===== src/design/u8u16d_pkg.sv =====
`timescale 1ns / 1ps
`default_nettype none

package u8u16d_pkg;

	localparam logic [15:0] REPLACEMENT_UNIT = 16'hFFFD;

	// Register indexes of the configuration port
	localparam logic REG_CONSOLE_MODE = 1'b0;

	// Sequence length codes returned by seq_len
	localparam logic [2:0] LEN_CONT = 3'd0;
	localparam logic [2:0] LEN_1    = 3'd1;
	localparam logic [2:0] LEN_2    = 3'd2;
	localparam logic [2:0] LEN_3    = 3'd3;
	localparam logic [2:0] LEN_4    = 3'd4;

	typedef struct packed {
		logic [15:0] code_unit;
		logic        last_unit;
	} unit_t;

	// Bytes 0xF8 to 0xFF fall in with the continuation bytes.
	function automatic logic [2:0] seq_len(input logic [7:0] b);
		logic [2:0] len;
		case (b) inside
			[8'h00:8'h7F]: len = LEN_1;
			[8'hC0:8'hDF]: len = LEN_2;
			[8'hE0:8'hEF]: len = LEN_3;
			[8'hF0:8'hF7]: len = LEN_4;
			default:       len = LEN_CONT;
		endcase
		return len;
	endfunction

endpackage

`default_nettype wire


===== src/design/utf8_to_utf16_stream_decoder_unit.sv =====
`timescale 1ns / 1ps
`default_nettype none

// UTF-8 to UTF-16 stream decoder. One byte is taken per clock cycle on the
// input channel; each byte yields zero, one or two UTF-16 code units, the last
// of them flagged by last_unit. A byte is registered on acceptance and decoded
// from that register against the pending-sequence state, and its units pass
// through the unit queue to the output. Results wait in a four-entry unit
// queue that drains one unit per cycle while out_stall is low; the input stalls
// only while the byte register holds a beat and the queue has fewer than two
// free entries, which happens only when the output side stalls. console_mode
// (reset 1, byte address 0) selects decoding; with it clear every byte goes out
// unchanged as one unit and the pending sequence is left as it was.
module utf8_to_utf16_stream_decoder_unit
	import u8u16d_pkg::*;
(
	input  wire logic        clk,
	input  wire logic        arst_n,
	input  wire logic        in_valid,
	output logic             in_stall,
	input  wire logic [7:0]  in_byte,
	output logic             out_valid,
	input  wire logic        out_stall,
	output logic [15:0]      code_unit,
	output logic             last_unit,
	input  wire logic        psel,
	input  wire logic        penable,
	input  wire logic        pwrite,
	input  wire logic [2:0]  paddr,
	input  wire logic [31:0] pwdata,
	output logic [31:0]      prdata,
	output logic             pready
);

	localparam int QDEPTH = 4;

	logic        console_mode_q;
	logic        valid_s1;
	logic [7:0]  byte_s1;
	logic [7:0]  pend0_q, pend1_q, pend2_q;
	logic [1:0]  pend_cnt_q;
	unit_t       queue_q [QDEPTH];
	logic [1:0]  rd_ptr_q, wr_ptr_q;
	logic [2:0]  count_q;

	logic        advance, pop;
	logic [1:0]  n_res;
	unit_t       unit0, unit1;
	logic [1:0]  cnt_nx;
	logic        store_en;
	logic [1:0]  store_idx;
	logic [2:0]  len, expect_len;
	logic [20:0] cp4;
	logic [31:0] v;

	// Configuration port
	assign pready = 1'b1;

	always_comb begin
		prdata = '0;
		if (paddr[2] == REG_CONSOLE_MODE) begin
			prdata = {31'b0, console_mode_q};
		end
	end

	always_ff @(posedge clk or negedge arst_n) begin
		if (!arst_n) begin
			console_mode_q <= 1'b1;
		end else if (psel && penable && pwrite && pready && paddr[2] == REG_CONSOLE_MODE) begin
			console_mode_q <= pwdata[0];
		end
	end

	// Handshakes
	assign advance  = valid_s1 && (count_q <= 3'(QDEPTH - 2));
	assign in_stall = valid_s1 && !advance;
	assign out_valid = (count_q != 3'd0);
	assign pop       = out_valid && !out_stall;
	assign code_unit = queue_q[rd_ptr_q].code_unit;
	assign last_unit = queue_q[rd_ptr_q].last_unit;

	always_ff @(posedge clk or negedge arst_n) begin
		if (!arst_n) begin
			valid_s1 <= 1'b0;
		end else if (!in_stall) begin
			valid_s1 <= in_valid;
		end
	end

	always_ff @(posedge clk) begin
		if (in_valid && !in_stall) begin
			byte_s1 <= in_byte;
		end
	end

	// Decode of the registered byte against the open sequence
	assign cp4 = {pend0_q[2:0], pend1_q[5:0], pend2_q[5:0], byte_s1[5:0]};
	assign v   = {11'b0, cp4} - 32'h0001_0000;

	always_comb begin
		len        = seq_len(byte_s1);
		expect_len = seq_len(pend0_q);
		n_res      = 2'd0;
		unit0      = '{code_unit: REPLACEMENT_UNIT, last_unit: 1'b1};
		unit1      = '{code_unit: {8'b0, byte_s1}, last_unit: 1'b1};
		cnt_nx     = pend_cnt_q;
		store_en   = 1'b0;
		store_idx  = 2'd0;
		if (!console_mode_q) begin
			n_res = 2'd1;
			unit0 = '{code_unit: {8'b0, byte_s1}, last_unit: 1'b1};
		end else if (len != LEN_CONT) begin
			// A lead or ASCII byte first flushes any open sequence.
			if (pend_cnt_q != 2'd0) begin
				unit0.last_unit = (len != LEN_1);
				n_res  = 2'd1;
				cnt_nx = 2'd0;
			end
			if (len == LEN_1) begin
				if (pend_cnt_q != 2'd0) begin
					n_res = 2'd2;
				end else begin
					n_res = 2'd1;
					unit0 = unit1;
				end
			end else begin
				store_en  = 1'b1;
				store_idx = 2'd0;
				cnt_nx    = 2'd1;
			end
		end else if (pend_cnt_q == 2'd0) begin
			n_res = 2'd1;
		end else if ({1'b0, pend_cnt_q} + 3'd1 < expect_len) begin
			store_en  = 1'b1;
			store_idx = pend_cnt_q;
			cnt_nx    = pend_cnt_q + 2'd1;
		end else begin
			cnt_nx = 2'd0;
			n_res  = 2'd1;
			case (expect_len)
				LEN_2: unit0.code_unit = {5'b0, pend0_q[4:0], byte_s1[5:0]};
				LEN_3: unit0.code_unit = {pend0_q[3:0], pend1_q[5:0], byte_s1[5:0]};
				LEN_4: begin
					n_res = 2'd2;
					unit0 = '{code_unit: 16'hD800 + v[25:10], last_unit: 1'b0};
					unit1 = '{code_unit: 16'hDC00 + {6'b0, v[9:0]}, last_unit: 1'b1};
				end
				default: n_res = 2'd0;
			endcase
		end
	end

	always_ff @(posedge clk or negedge arst_n) begin
		if (!arst_n) begin
			pend_cnt_q <= 2'd0;
		end else if (advance) begin
			pend_cnt_q <= cnt_nx;
		end
	end

	always_ff @(posedge clk) begin
		if (advance && store_en) begin
			case (store_idx)
				2'd0:    pend0_q <= byte_s1;
				2'd1:    pend1_q <= byte_s1;
				default: pend2_q <= byte_s1;
			endcase
		end
	end

	// Unit queue
	always_ff @(posedge clk) begin
		if (advance && n_res != 2'd0) begin
			queue_q[wr_ptr_q] <= unit0;
			if (n_res == 2'd2) begin
				queue_q[wr_ptr_q + 2'd1] <= unit1;
			end
		end
	end

	always_ff @(posedge clk or negedge arst_n) begin
		if (!arst_n) begin
			rd_ptr_q <= 2'd0;
			wr_ptr_q <= 2'd0;
			count_q  <= 3'd0;
		end else begin
			if (advance) begin
				wr_ptr_q <= wr_ptr_q + n_res;
			end
			if (pop) begin
				rd_ptr_q <= rd_ptr_q + 2'd1;
			end
			count_q <= count_q + (advance ? {1'b0, n_res} : 3'd0) - {2'b0, pop};
		end
	end

`ifndef SYNTHESIS
	a_queue_bound: assert property (@(posedge clk) disable iff (!arst_n)
		count_q <= 3'(QDEPTH))
		else $error("unit queue holds more entries than it has");

	a_no_overflow: assert property (@(posedge clk) disable iff (!arst_n)
		advance |-> count_q <= 3'(QDEPTH - 2))
		else $error("decode advanced without room for two units");

	a_pending_shorter: assert property (@(posedge clk) disable iff (!arst_n)
		pend_cnt_q != 2'd0 |-> {1'b0, pend_cnt_q} < seq_len(pend0_q))
		else $error("pending count reached the sequence length");

	a_raw_keeps_pending: assert property (@(posedge clk) disable iff (!arst_n)
		advance && !console_mode_q |=> $stable(pend_cnt_q))
		else $error("raw byte disturbed the pending sequence");
`endif

endmodule

`default_nettype wire

===== config.mk =====
export PLATFORM = sky130hd
export DESIGN_NAME = utf8_to_utf16_stream_decoder_unit
export DESIGN_NICKNAME = d
export VERILOG_FILES = /design/src/design/u8u16d_pkg.sv /design/src/design/utf8_to_utf16_stream_decoder_unit.sv
export SDC_FILE = /design/constraint.sdc
export NUM_CORES = 1
export LEC_CHECK = 0
export BUFFER_PORTS_ARGS = -buffer_cell sky130_fd_sc_hd__clkbuf_2
export CAP_MARGIN = 25
export CORE_ASPECT_RATIO = 0.6
export CORE_MARGIN = 1.5
export CORE_UTILIZATION = 55
export CTS_CLUSTER_DIAMETER = 50
export CTS_CLUSTER_SIZE = 10
export DETAILED_ROUTE_END_ITERATION = 7
export PLACE_DENSITY_LB_ADDON = 0.15
export RECOVER_POWER = 25
export SETUP_SLACK_MARGIN = 0.3
export SLEW_MARGIN = 20
export SYNTH_ARGS = -nofsm -noshare
export SYNTH_HDL_FRONTEND = slang
export SYNTH_SLANG_ARGS = --single-unit

===== constraint.sdc =====
create_clock -name clk -period 10.1 [get_ports clk]
set_input_delay 2.02 -clock clk [delete_from_list [all_inputs] [get_ports clk]]
set_output_delay 2.02 -clock clk [all_outputs]
set_load 0.005 [all_outputs]

# Yosys cells after proc, flatten, opt, wreduce, memory -nomap -nowiden
# Memory sizes are Yosys's and may differ from the RTL's.
# Index checks and enable logic that the tools add are counted.
[word_totals]
reg_bits = 39
ram_bits = 68
inputBits = 50
out_inout_bits = 52
word_cells = 133
n_memories = 1
[mem_list]
columns = ["name", "words", "word_bits", "rd", "rd_clocked_by_memory_dff", "write_ports", "line", "source"]
rows = [
  ["queue_q", 4, 17, 1, 0, 2, "utf8_to_utf16_stream_decoder_unit.sv:42", "unit_t queue_q [QDEPTH];"],
]
[op_classes]
add_sub_neg = 10
order_cmp = 18
n_eq_ne = 9
mux = 51
bitwise = 2
reduce_logical = 32
[ops]
columns = ["operator", "n"]
rows = [
  ["17-bit 2-to-1 mux", 11],
  ["8-bit greater-or-equal comparator, second input constant", 6],
  ["8-bit less-or-equal comparator, second input constant", 6],
  ["16-bit case mux with 3 select lines", 1],
  ["2-bit 2-to-1 mux", 16],
  ["3-bit 2-to-1 mux", 8],
  ["21-bit by 17-bit subtractor with 22-bit output, second input constant", 1],
  ["1-bit logical AND", 17],
  ["15-bit by 11-bit adder with 16-bit output, first input constant", 1],
  ["15-bit by 12-bit adder with 16-bit output, first input constant", 1],
  ["8-bit by 1-bit greater-or-equal comparator with 1-bit output, second input constant", 2],
  ["8-bit by 7-bit less-or-equal comparator with 1-bit output, second input constant", 2],
  ["1-bit 2-to-1 mux", 14],
  ["2-bit by 1-bit adder with 2-bit output, second input constant", 3],
  ["3-bit by 2-bit equality test with 1-bit output, second input constant", 2],
  ["2-bit AND reduction", 3],
  ["3-bit nonzero test", 2],
  ["2-bit logical NOT", 2],
  ["2-bit case mux with 2 select lines", 1],
  ["4-bit AND reduction", 1],
  ["2-bit nonzero test", 2],
  ["2-bit OR reduction", 2],
  ["2-bit by 1-bit adder with 3-bit output, second input constant", 1],
  ["3-bit by 2-bit adder with 3-bit output", 1],
  ["13 further kinds", 16],
]

# Longest topological paths before layout
# Gate-level depths: netlist of run 1.
[depth]
ltp_word = 17
mapped_depth = 17
mapped_depth_nobuf = 16

# Worst setup path before layout of run 1
# Ideal clock, no wire load.
[synth_timing]
path_type = "input port to output port"
startpoint = "in paddr[2]"
endpoint = "out prdata[0]"
t_arrival_ps = 2135
required_ps = 8080
slack_ps = 5945
path_stages = 1
path_buffers = 0
cell_sequence = "nor2b_1"
[synth_via]
elab_chain_cells = 1
[synth_lines]
columns = ["element", "line", "source"]
rows = [
  ["from (decl)", "utf8_to_utf16_stream_decoder_unit.sv:29", "input wire logic [2:0] paddr,"],
  ["1-bit 2-to-1 mux", "utf8_to_utf16_stream_decoder_unit.sv:61", "if (paddr[2] == REG_CONSOLE_MODE) begin"],
  ["to (decl)", "utf8_to_utf16_stream_decoder_unit.sv:31", "output logic [31:0] prdata,"],
]
# No other way between the ends.

==> results.json, run 1 <==
{
  "detailed_place_hpwl_mm": 9.35,
  "port-buffer-count": 36,
  "synth_top_area_cell": "edfxtp_1",
  "yosys_warnings": 0,
  "first_iteration_detailed_routing_drc_count": 463,
  "total_of_hold_buffers_inserted_after_clock_tree_synthesis": 0,
  "die_area_sq_mm": 0.0111,
  "synth_seq_area_share": 0.537,
  "htree_levels": 3,
  "power.density_mw_per_mm2": 261,
  "grt_antenna_before_repair": 0,
  "clk_root_buffer_cell": "clkbuf_16",
  "p_leak_nw": 2.31,
  "worst-setup-path-type": "flop to flop",
  "ys.flop_type": "edfxtp_1",
  "via_count_of_the_first_global_routing_pass": 3751,
  "postSynthCellCount": 480,
  "critical_path.endpoint_type": "flop",
  "clk_transition_reported_paths_ps": 70,
  "layout-drive-gt1-share": 0.177,
  "postCtsSetupBuffers": 0,
  "globalRoute.totalOverflow": 0,
  "grt_setup_unrepaired": "false",
  "n_antenna_cell": 0,
  "start_util": 0.574,
  "ys_types": 64,
  "startpoint_type": "flop",
  "leading_cell_types_by_count_after_synthesis": "edfxtp_1 (88), o21ai_0 (47), nand2_1 (39)",
  "postRouteWirelength_mm": 13.1,
  "cts-buffers-inserted": 9,
  "critical_path.top_delay_family": "simple AND/OR/NAND/NOR gates",
  "clk-insertion-delay-late_ps": 360,
  "number_of_enable_type_register_cells_in_the_synthesized_netlist": 88,
  "max_stage_delay_on_crit_path_ps": 750,
  "syn-mean-instance-area_sq_um": 11.9,
  "fp.coreArea_sq_mm": 0.00998,
  "path_cells": "nand2_1 > nor3_1 > inv_1 > ha_1 > a21oi_1 > nand2_1 > o221ai_1 > nand3_1 > o211ai_2 > nand2_1",
  "syn2layout_area_growth_pct": 7.35,
  "setup.reg_to_reg.worst_slack_ps": 5550,
  "grt_start_max_net_pins": 20,
  "status": "complete, no violations",
  "path_max_fanout": 15,
  "final.setup_skew_ps": 10.6,
  "utilization": 0.617,
  "arrival_ps": 4440,
  "fin_crit_ps": 4550,
  "netlist_top_cells_area": "edfxtp_1 (46%), mux4_2 (6.7%), buf_4 (4.5%), dfrtp_1 (4.4%), o21ai_0 (4.1%)",
  "cts.repair.resized": 0,
  "finalWeightedCongestion": 0.939,
  "setup_tns_ps": 0,
  "crit_top_cell": "nand2_1",
  "syn_area_sq_mm": 0.00574,
  "tritoncts": "done",
  "period_share": 0.450,
  "fin_nets": 572,
  "timing_hold_violations_final": 0,
  "vdd.ir_drop.worst_uv": 153,
  "die_wd_um": 135,
  "final_antenna_violating_net_count": 0,
  "viasPerCell": 6.11,
  "cts.sink_count": 107,
  "maxSlewHeadroom": 0.354,
  "critPathSlowestCell": "o211ai_2",
  "placement_rows": 28,
  "timing_worst_slew_pin_value_ps": 962,
  "yosys.cell_count.top_type": "edfxtp_1",
  "async_reset_ff_frac": 0.103,
  "post_synth_top_area_share": 0.461,
  "route.detailed.drc": 0,
  "synth_seq_cells": 107,
  "grt_first_pass_wirelength_mm": 20.1,
  "hp-class": "flop to flop",
  "cp_data_required_time_ps": 10000,
  "post_detailed_route_wirelength_per_cell_um": 20.1,
  "maxCapViolations": 0,
  "number_of_pins_exceeding_their_max_slew_limit_in_the_final_report": 0,
  "ctsLongestPathBuffers": 2,
  "die_y_um": 82.1,
  "grt_usage": 0.250,
  "fmaxAchievable_ghz": 0.220,
  "firstDrtPassIters": 6,
  "timing.final.setup_violations": 0,
  "timing.critical_path.buf_inv": 1,
  "num_vias": 3974,
  "design.portCount": 102
}
## metal layers
layer | GRT usage | share of wire | vias to the layer above
li1 | - | - | 1804
met1 | 0.358 | 0.46 | 1936
met2 | 0.378 | 0.44 | 214
met3 | 0.0641 | 0.088 | 20
met4 | 0.0839 | 0.015 | 0
met5 | 0 | 0 | -
## stage by stage
step / hold WS, ps / cell area, sq um / setup slack (ps) / std cells / total power [mW]
CTS: 477 / 6170 / 5760 / 650 / 1.61
finish: 481 / 6160 / 5550 / 650 / 1.61
floorplan: 440 / 5850 / 5950 / 510 / 1.10
global placement: 455 / 5880 / 5770 / 634 / 1.24
global route: 500 / 6160 / 5270 / 650 / 1.70
detailed placement: 467 / 5880 / 5760 / 634 / 1.27
## worst reg2reg max path, stage by stage, from the launching register on
cell      delay, ps
edfxtp_1        470
nand2_1          80
nor3_1          480
inv_1           240
ha_1            390
a21oi_1         140
nand2_1         150
o221ai_1        280
nand3_1         380
o211ai_2        750
nand2_1         740
## kinds of logic (layout without fill, tap and decap cells)
kind of cell             Yosys count  count (layout)  share of synthesized area
AND/OR/NAND/NOR                  120             120                      0.106
XOR/XNOR                           9               9                     0.0137
AO/OA/AOI/OAI                    138             138                      0.166
other                              2              32                    0.00131
multiplexers                      23              23                     0.0777
flip-flops                       107             107                      0.537
adder cells (fa/ha/maj)           12              12                     0.0275
buffers and inverters             69              74                     0.0711
## power breakdown
group          switching [mW]  total [mW]  internal, mW
logic                   0.344       0.581         0.237
clock network           0.159       0.350         0.191
registers              0.0811       0.675         0.594
## registers in the layout, indices dropped and copies added (netlist names)
register,count
valid_s1,1
queue_q,68
byte_s1,8
pend_cnt_q,2
console_mode_q,1
pend2_q,6
pend1_q,6
pend0_q,8
count_q,3
wr_ptr_q,2
rd_ptr_q,2
## layout by cell type (no fill, tap or decap), types with 4 or more instances in the layout
cell / instances
and2_1: 4
edfxtp_1: 88
a21o_1: 5
ha_1: 11
o21ai_2: 4
clkbuf_2: 34
o21ai_0: 47
conb_1: 32
a21oi_1: 13
xor2_1: 4
nand3_2: 4
nor2_1: 29
inv_1: 20
dfxtp_1: 8
nand2_1: 39
nand3_1: 8
nor3_1: 13
nor2b_1: 4
a22o_1: 10
o21a_1: 10
o22ai_1: 16
clkbuf_16: 9
xnor2_1: 5
mux4_2: 17
dfrtp_1: 10
mux2i_1: 4
## worst paths after layout
path / start / to / cells past startpoint
min in group asynchronous: arst_n / pend_cnt_q[0] / 1
min: queue_q[1][14] / queue_q[1][14] / 2
max: pend0_q[5] / queue_q[1][1] / 10
max in group asynchronous: arst_n / rd_ptr_q[1] / 1
min reg2reg: queue_q[1][14] / queue_q[1][14] / 2
max reg2reg: pend0_q[5] / queue_q[1][1] / 10
## area by class of cell
| cell class | instances | area, sq um |
|---|---|---|
| tap | 135 | 169 |
| inverter | 20 | 75.1 |
| multi-input combinational | 334 | 2350 |
| clock inverter | 7 | 67.6 |
| sequential | 107 | 3080 |
| timing repair buffer | 38 | 193 |
| clock buffer | 9 | 225 |
| fill | 824 | 3830 |
(Power assumes the default switching activity.)
==> run 2: changes to the inputs <==
Clock period 10.1 ns to 4.45 ns, I/O delays scaled along.
==> results.json, run 2 (synthesis results as in run 1) <==
{
  "grt_usage": 0.250,
  "status": "complete, no violations",
  "maxSlewHeadroom": 0.360,
  "path_max_fanout": 8,
  "maxCapViolations": 0,
  "fp.coreArea_sq_mm": 0.00998,
  "grt_setup_unrepaired": "false",
  "tritoncts": "done",
  "fin_area_sq_mm": 0.00625,
  "cts.sink_count": 107,
  "rr_endpoint": "count_q[2]",
  "p_leak_nw": 2.34,
  "route.detailed.drc": 0,
  "layout-drive-gt1-share": 0.189,
  "post_dp_area_sq_mm": 0.00596,
  "startpoint_type": "flop",
  "period_share": 0.908,
  "firstDrtPassIters": 5,
  "cts-buffers-inserted": 9,
  "hold_start": "queue_q[1][14]",
  "layout_common_cells": "edfxtp_1 (88), o21ai_0 (47), nand2_1 (39)",
  "die_y_um": 82.1,
  "timing.hold.worst_endpoint": "queue_q[1][14]",
  "setup.reg_to_reg.worst_slack_ps": 410,
  "timing.final.setup_violations": 0,
  "cp_data_required_time_ps": 4720,
  "max_reg_flops": 68,
  "postRouteWirelength_mm": 13.0,
  "number_of_pins_exceeding_their_max_slew_limit_in_the_final_report": 0,
  "grt_first_pass_wirelength_mm": 20.3,
  "grt_antenna_before_repair": 0,
  "worstHoldPathCells": 2,
  "vdd.ir_drop.worst_uv": 528,
  "hold_ws_ps": 488,
  "timing_worst_slew_pin_value_ps": 958,
  "setup_tns_ps": 0,
  "viasPerCell": 6.03,
  "final.setup_skew_ps": 9.15,
  "placement_rows": 28,
  "worst-setup-path-type": "flop to flop",
  "fin_crit_ps": 4040,
  "fmaxAchievable_ghz": 0.247,
  "grt_start_max_net_pins": 20,
  "final_antenna_violating_net_count": 0,
  "hp-class": "flop to flop",
  "arrival_ps": 4310,
  "die_area_sq_mm": 0.0111,
  "number_of_inserted_filler_cells_in_the_final_layout": 794,
  "cts.repair.resized": 0,
  "start_util": 0.574,
  "globalRoute.totalOverflow": 0,
  "detailed_place_hpwl_mm": 9.46,
  "finalWeightedCongestion": 0.860,
  "clk_transition_reported_paths_ps": 70,
  "fin_nets": 583,
  "clk-insertion-delay-late_ps": 350,
  "first_iteration_detailed_routing_drc_count": 432,
  "post_detailed_route_wirelength_per_cell_um": 19.8,
  "num_vias": 3979,
  "postCtsSetupBuffers": 0,
  "design.portCount": 102,
  "n_antenna_cell": 0,
  "ctsLongestPathBuffers": 2,
  "largestRegisters": "queue_q x68, byte_s1 x8, pend0_q x8",
  "port-buffer-count": 36,
  "clk_root_buffer_cell": "clkbuf_16",
  "via_count_of_the_first_global_routing_pass": 3722,
  "die_wd_um": 135,
  "total_of_hold_buffers_inserted_after_clock_tree_synthesis": 0,
  "syn2layout_area_growth_pct": 8.90,
  "regMostFlops": "queue_q",
  "timing_hold_violations_final": 0,
  "ff2ff_path_depth": 18,
  "power_mw": 3.69,
  "critical_path.endpoint_type": "flop",
  "power.density_mw_per_mm2": 591,
  "crit-reg2reg-launch": "pend0_q[5]",
  "htree_levels": 3,
  "layout_commonest_cell": "edfxtp_1"
}
## run 2: cell types whose count changed in the layout (fill, tap and decap cells not counted)
cell / previous run / this run
a21oi_4: 1 / 2
nand3_1: 8 / 7
a21oi_2: 1 / 0
inv_6: 1 / 0
clkinv_1: 2 / 1
clkbuf_1: 2 / 5
dfstp_2: 1 / 0
dfstp_1: 0 / 1
buf_4: 2 / 12
clkbuf_2: 34 / 33
nand3_4: 0 / 1
## run 2: worst max-delay path by stage
| stage | startpoint | to | slack [ps] |
|---|---|---|---|
| 6_report | pend0_q[5] | count_q[2] | 410 |
| 3_3_place_gp | pend0_q[5] | count_q[2] | 690 |
| 5_1_grt | pend0_q[5] | count_q[2] | 170 |
| 3_5_place_dp | pend0_q[5] | count_q[2] | 570 |
| 2_1_floorplan | pend0_q[5] | count_q[2] | 650 |
| 4_1_cts | pend0_q[5] | count_q[2] | 560 |
## run 2: area by class of cell
type	instances	area (sq um)	share of cell area
flip-flops and latches	107	3080	0.493
multi-input cells	334	2370	0.379
clock inverters	5	55.1	0.00881
repair buffers	49	270	0.0433
well taps	135	169	0.0270
clock buffers	10	229	0.0367
inverters	20	75.1	0.0120
## run 2: worst max-delay path, stage by stage (launching register included)
cell      delay (ps)
edfxtp_1         490
nand2_1           80
nor3_1           170
clkbuf_1         240
inv_1            180
ha_1             350
nand3_1           80
a31oi_1          150
buf_4            160
o221ai_1         190
and2_1           340
a21oi_4          250
inv_1             60
ha_1             260
inv_1             40
ha_1             180
fa_1             390
xnor2_1          200
xnor2_1          140
## run 2: where the power goes
group | internal (mW) | switching, mW | total (mW)
Combinational | 0.575 | 0.802 | 1.38
Sequential | 1.35 | 0.188 | 1.54
Clock | 0.431 | 0.345 | 0.777
Total | 2.35 | 1.34 | 3.69
## run 2: per-layer routing
| metal | up-vias | routed length [um] | track usage |
|---|---|---|---|
| met1 | 1935 | 5970 | 0.362 |
| met2 | 189 | 5800 | 0.381 |
| met3 | 22 | 1120 | 0.0647 |
| li1 | 1833 | - | - |
| met5 | - | 0 | 0 |
| met4 | 0 | 156 | 0.0688 |
## run 2: metrics by stage
| stage | setup WS (ps) | std cells | utilization |
|---|---|---|---|
| after detailed placement | 571 | 645 | 0.597 |
| final | 408 | 660 | 0.626 |
| after floorplan | 647 | 510 | - |
| after global routing | 166 | 660 | 0.626 |
| after global placement | 690 | 645 | 0.597 |
| after CTS | 562 | 660 | 0.626 |
==> run 3: changes to the inputs <==
Settings changed: ABC_AREA from default to 1, CORE_UTILIZATION 55 to 51.
Clock period 4.45 ns to 3.2 ns, I/O delays scaled along.
==> results.json, run 3 <==
{
  "vdd.ir_drop.worst_uv": 298,
  "number_of_enable_type_register_cells_in_the_synthesized_netlist": 88,
  "fmaxAchievable_ghz": 0.342,
  "fin_nets": 761,
  "die_wd_um": 141,
  "htree_levels": 3,
  "synth_seq_cells": 107,
  "final_antenna_violating_net_count": 0,
  "fin_crit_ps": 2920,
  "clk_transition_reported_paths_ps": 70,
  "cts.sink_count": 107,
  "path_cells": "nand2_2 > nor3_4 > inv_2 > ha_4 > nand2_1 > inv_1 > nand2_1 > nand3_2 > nand3_2 > nand2_1 > nand2_2 > ha_1 > inv_1 > ha_1 > fa_2 > xnor2_1",
  "grt_start_max_net_pins": 37,
  "total_of_hold_buffers_inserted_after_clock_tree_synthesis": 0,
  "postRouteWirelength_mm": 15.0,
  "detailed_place_hpwl_mm": 10.9,
  "sequential_fraction_of_design_power": 0.370,
  "route.detailed.drc": 0,
  "grt_first_pass_wirelength_mm": 23.6,
  "synth_top_area_cell": "edfxtp_1",
  "startpoint_type": "flop",
  "finalWeightedCongestion": 0.939,
  "total_switching_power_mw": 2.28,
  "max_reg_flops": 68,
  "tritoncts": "done",
  "cp_data_required_time_ps": 3420,
  "layout_commonest_cell": "o21ai_0",
  "worst-setup-path-type": "flop to flop",
  "path_max_fanout": 7,
  "power_mw": 5.54,
  "maxSlewHeadroom": 0.415,
  "start_util": 0.537,
  "critPathSlowestCell": "edfxtp_1",
  "p_leak_nw": 2.76,
  "grt_setup_unrepaired": "true",
  "netlist_top_cells_area": "edfxtp_1 (46%), o21ai_0 (9.5%), nand3_1 (6.2%), nand2_1 (5.8%), buf_4 (4.4%)",
  "pwr-share-comb": 0.434,
  "syn_area_sq_mm": 0.00581,
  "timing.final.setup_violations": 0,
  "grt_usage": 0.261,
  "synth_seq_area_share": 0.530,
  "fp.coreArea_sq_mm": 0.0108,
  "syn2layout_area_growth_pct": 12.6,
  "globalRoute.totalOverflow": 0,
  "ys_types": 36,
  "ctsLongestPathBuffers": 2,
  "largestRegisters": "queue_q x68, byte_s1 x8, pend0_q x8",
  "final.setup_skew_ps": 8.11,
  "setup_tns_ps": 0,
  "yosys_warnings": 0,
  "internal_power_mw": 3.26,
  "syn-mean-instance-area_sq_um": 9.06,
  "leading_cell_types_by_count_after_synthesis": "o21ai_0 (110), nand2_1 (89), edfxtp_1 (88)",
  "viasPerCell": 5.81,
  "power.density_mw_per_mm2": 848,
  "power.share.clock": 0.196,
  "regMostFlops": "queue_q",
  "grt_antenna_before_repair": 0,
  "die_y_um": 85.7,
  "status": "complete, no violations",
  "via_count_of_the_first_global_routing_pass": 4355,
  "sw_frac_of_total": 0.412,
  "num_vias": 4893,
  "clk-insertion-delay-late_ps": 350,
  "timing_hold_violations_final": 0,
  "async_reset_ff_frac": 0.103,
  "cts-buffers-inserted": 9,
  "placement_rows": 29,
  "postSynthCellCount": 641,
  "number_of_pins_exceeding_their_max_slew_limit_in_the_final_report": 0,
  "arrival_ps": 3150,
  "layout-drive-gt1-share": 0.168,
  "maxCapViolations": 0,
  "first_iteration_detailed_routing_drc_count": 522,
  "timing_worst_slew_pin_value_ps": 874,
  "n_antenna_cell": 0,
  "design.portCount": 102,
  "yosys.cell_count.top_type": "o21ai_0",
  "crit_top_cell": "nand2_1",
  "layout_common_cells": "o21ai_0 (109), edfxtp_1 (88), nand2_1 (83)",
  "clk_root_buffer_cell": "clkbuf_16",
  "firstDrtPassIters": 5,
  "hp-class": "input port to asynchronous set/reset pin",
  "period_share": 0.913,
  "post_detailed_route_wirelength_per_cell_um": 17.8,
  "post_synth_top_area_share": 0.455,
  "max_stage_delay_on_crit_path_ps": 400,
  "critical_path.endpoint_type": "flop",
  "port-buffer-count": 36,
  "die_area_sq_mm": 0.0121,
  "ys.flop_type": "edfxtp_1"
}
## run 3: cell count changes after synthesis, sizes merged, moves of 10 or more
cell	previous run	this run
o21ai	53	114
a22o	10	0
nor3	13	3
nand3	12	73
nand2	40	98
nor2	29	60
inv	20	62
mux4	17	0
o21a	10	0
## run 3: critical path: cells and delay by family (launching register included)
| family | cells | cell delay [ps] |
|---|---|---|
| fa+ha+maj | 4 | 1100 |
| simple gates | 8 | 970 |
| flops | 1 | 400 |
| buf+inv | 3 | 190 |
| xor+xnor | 1 | 130 |
## run 3: what timing repair did
action,4_1_cts,5_1_grt
setup buffers,0,14
pin swaps,0,5
gates resized for setup,1,23
endpoints found under the setup margin,15,111
## run 3: layout make-up
class	instances	area, sq um
fill	920	4270
sequential	107	3080
tap	139	174
clock buffer	11	233
inverter	63	240
multi-input combinational	445	2320
timing repair buffer	73	445
clock inverter	4	51.3
## run 3: through the flow
stage	util	setup slack [ps]	hold slack [ps]	cell area, sq um	cells
floorplan	-	516	344	5920	671
global placement	0.563	342	439	6090	813
detailed placement	0.563	306	444	6090	813
CTS	0.589	310	173	6370	828
global route	0.605	119	352	6540	842
finish	0.605	279	297	6540	842
## run 3: final timing paths
| kind | startpoint | to | slack, ps | depth (start not counted) |
|---|---|---|---|---|
| max | pend0_q[5] | count_q[2] | 280 | 16 |
| min | arst_n | pend_cnt_q[0] | 300 | 1 |
| max reg2reg | pend0_q[5] | count_q[2] | 280 | 16 |
| min reg2reg | queue_q[0][0] | queue_q[0][0] | 470 | 2 |
| max in group asynchronous | arst_n | count_q[2] | 2470 | 1 |
| min in group clk | in_byte[2] | byte_s1[2] | 470 | 1 |
## run 3: power by group through the flow
stage               combinational [mW]  sequential, mW  clock [mW]
finish                            2.41            2.05        1.09
global route                      2.65            2.08        1.16
CTS                               2.32            2.05        1.10
detailed placement                2.30            2.07           0
global placement                  2.22            2.06           0
floorplan                         1.56            2.02           0
## run 3: logic make-up (layout without fill, tap and decap cells)
| family | count (synthesis) | in the layout | share of synthesized area |
|---|---|---|---|
| compound gates | 151 | 151 | 0.137 |
| flops | 107 | 107 | 0.530 |
| xor+xnor | 5 | 5 | 0.00754 |
| fa+ha+maj | 12 | 12 | 0.0271 |
| simple gates | 245 | 245 | 0.194 |
| buf+inv | 119 | 151 | 0.103 |
| other cells | 2 | 32 | 0.00129 |
## run 3: layer usage
layer	vias to the layer above	wire (um)	global-route usage
li1	2272	-	-
met1	2276	6820	0.395
met2	316	6230	0.373
met3	29	1730	0.0648
met4	0	244	0.0748
met5	-	0	0
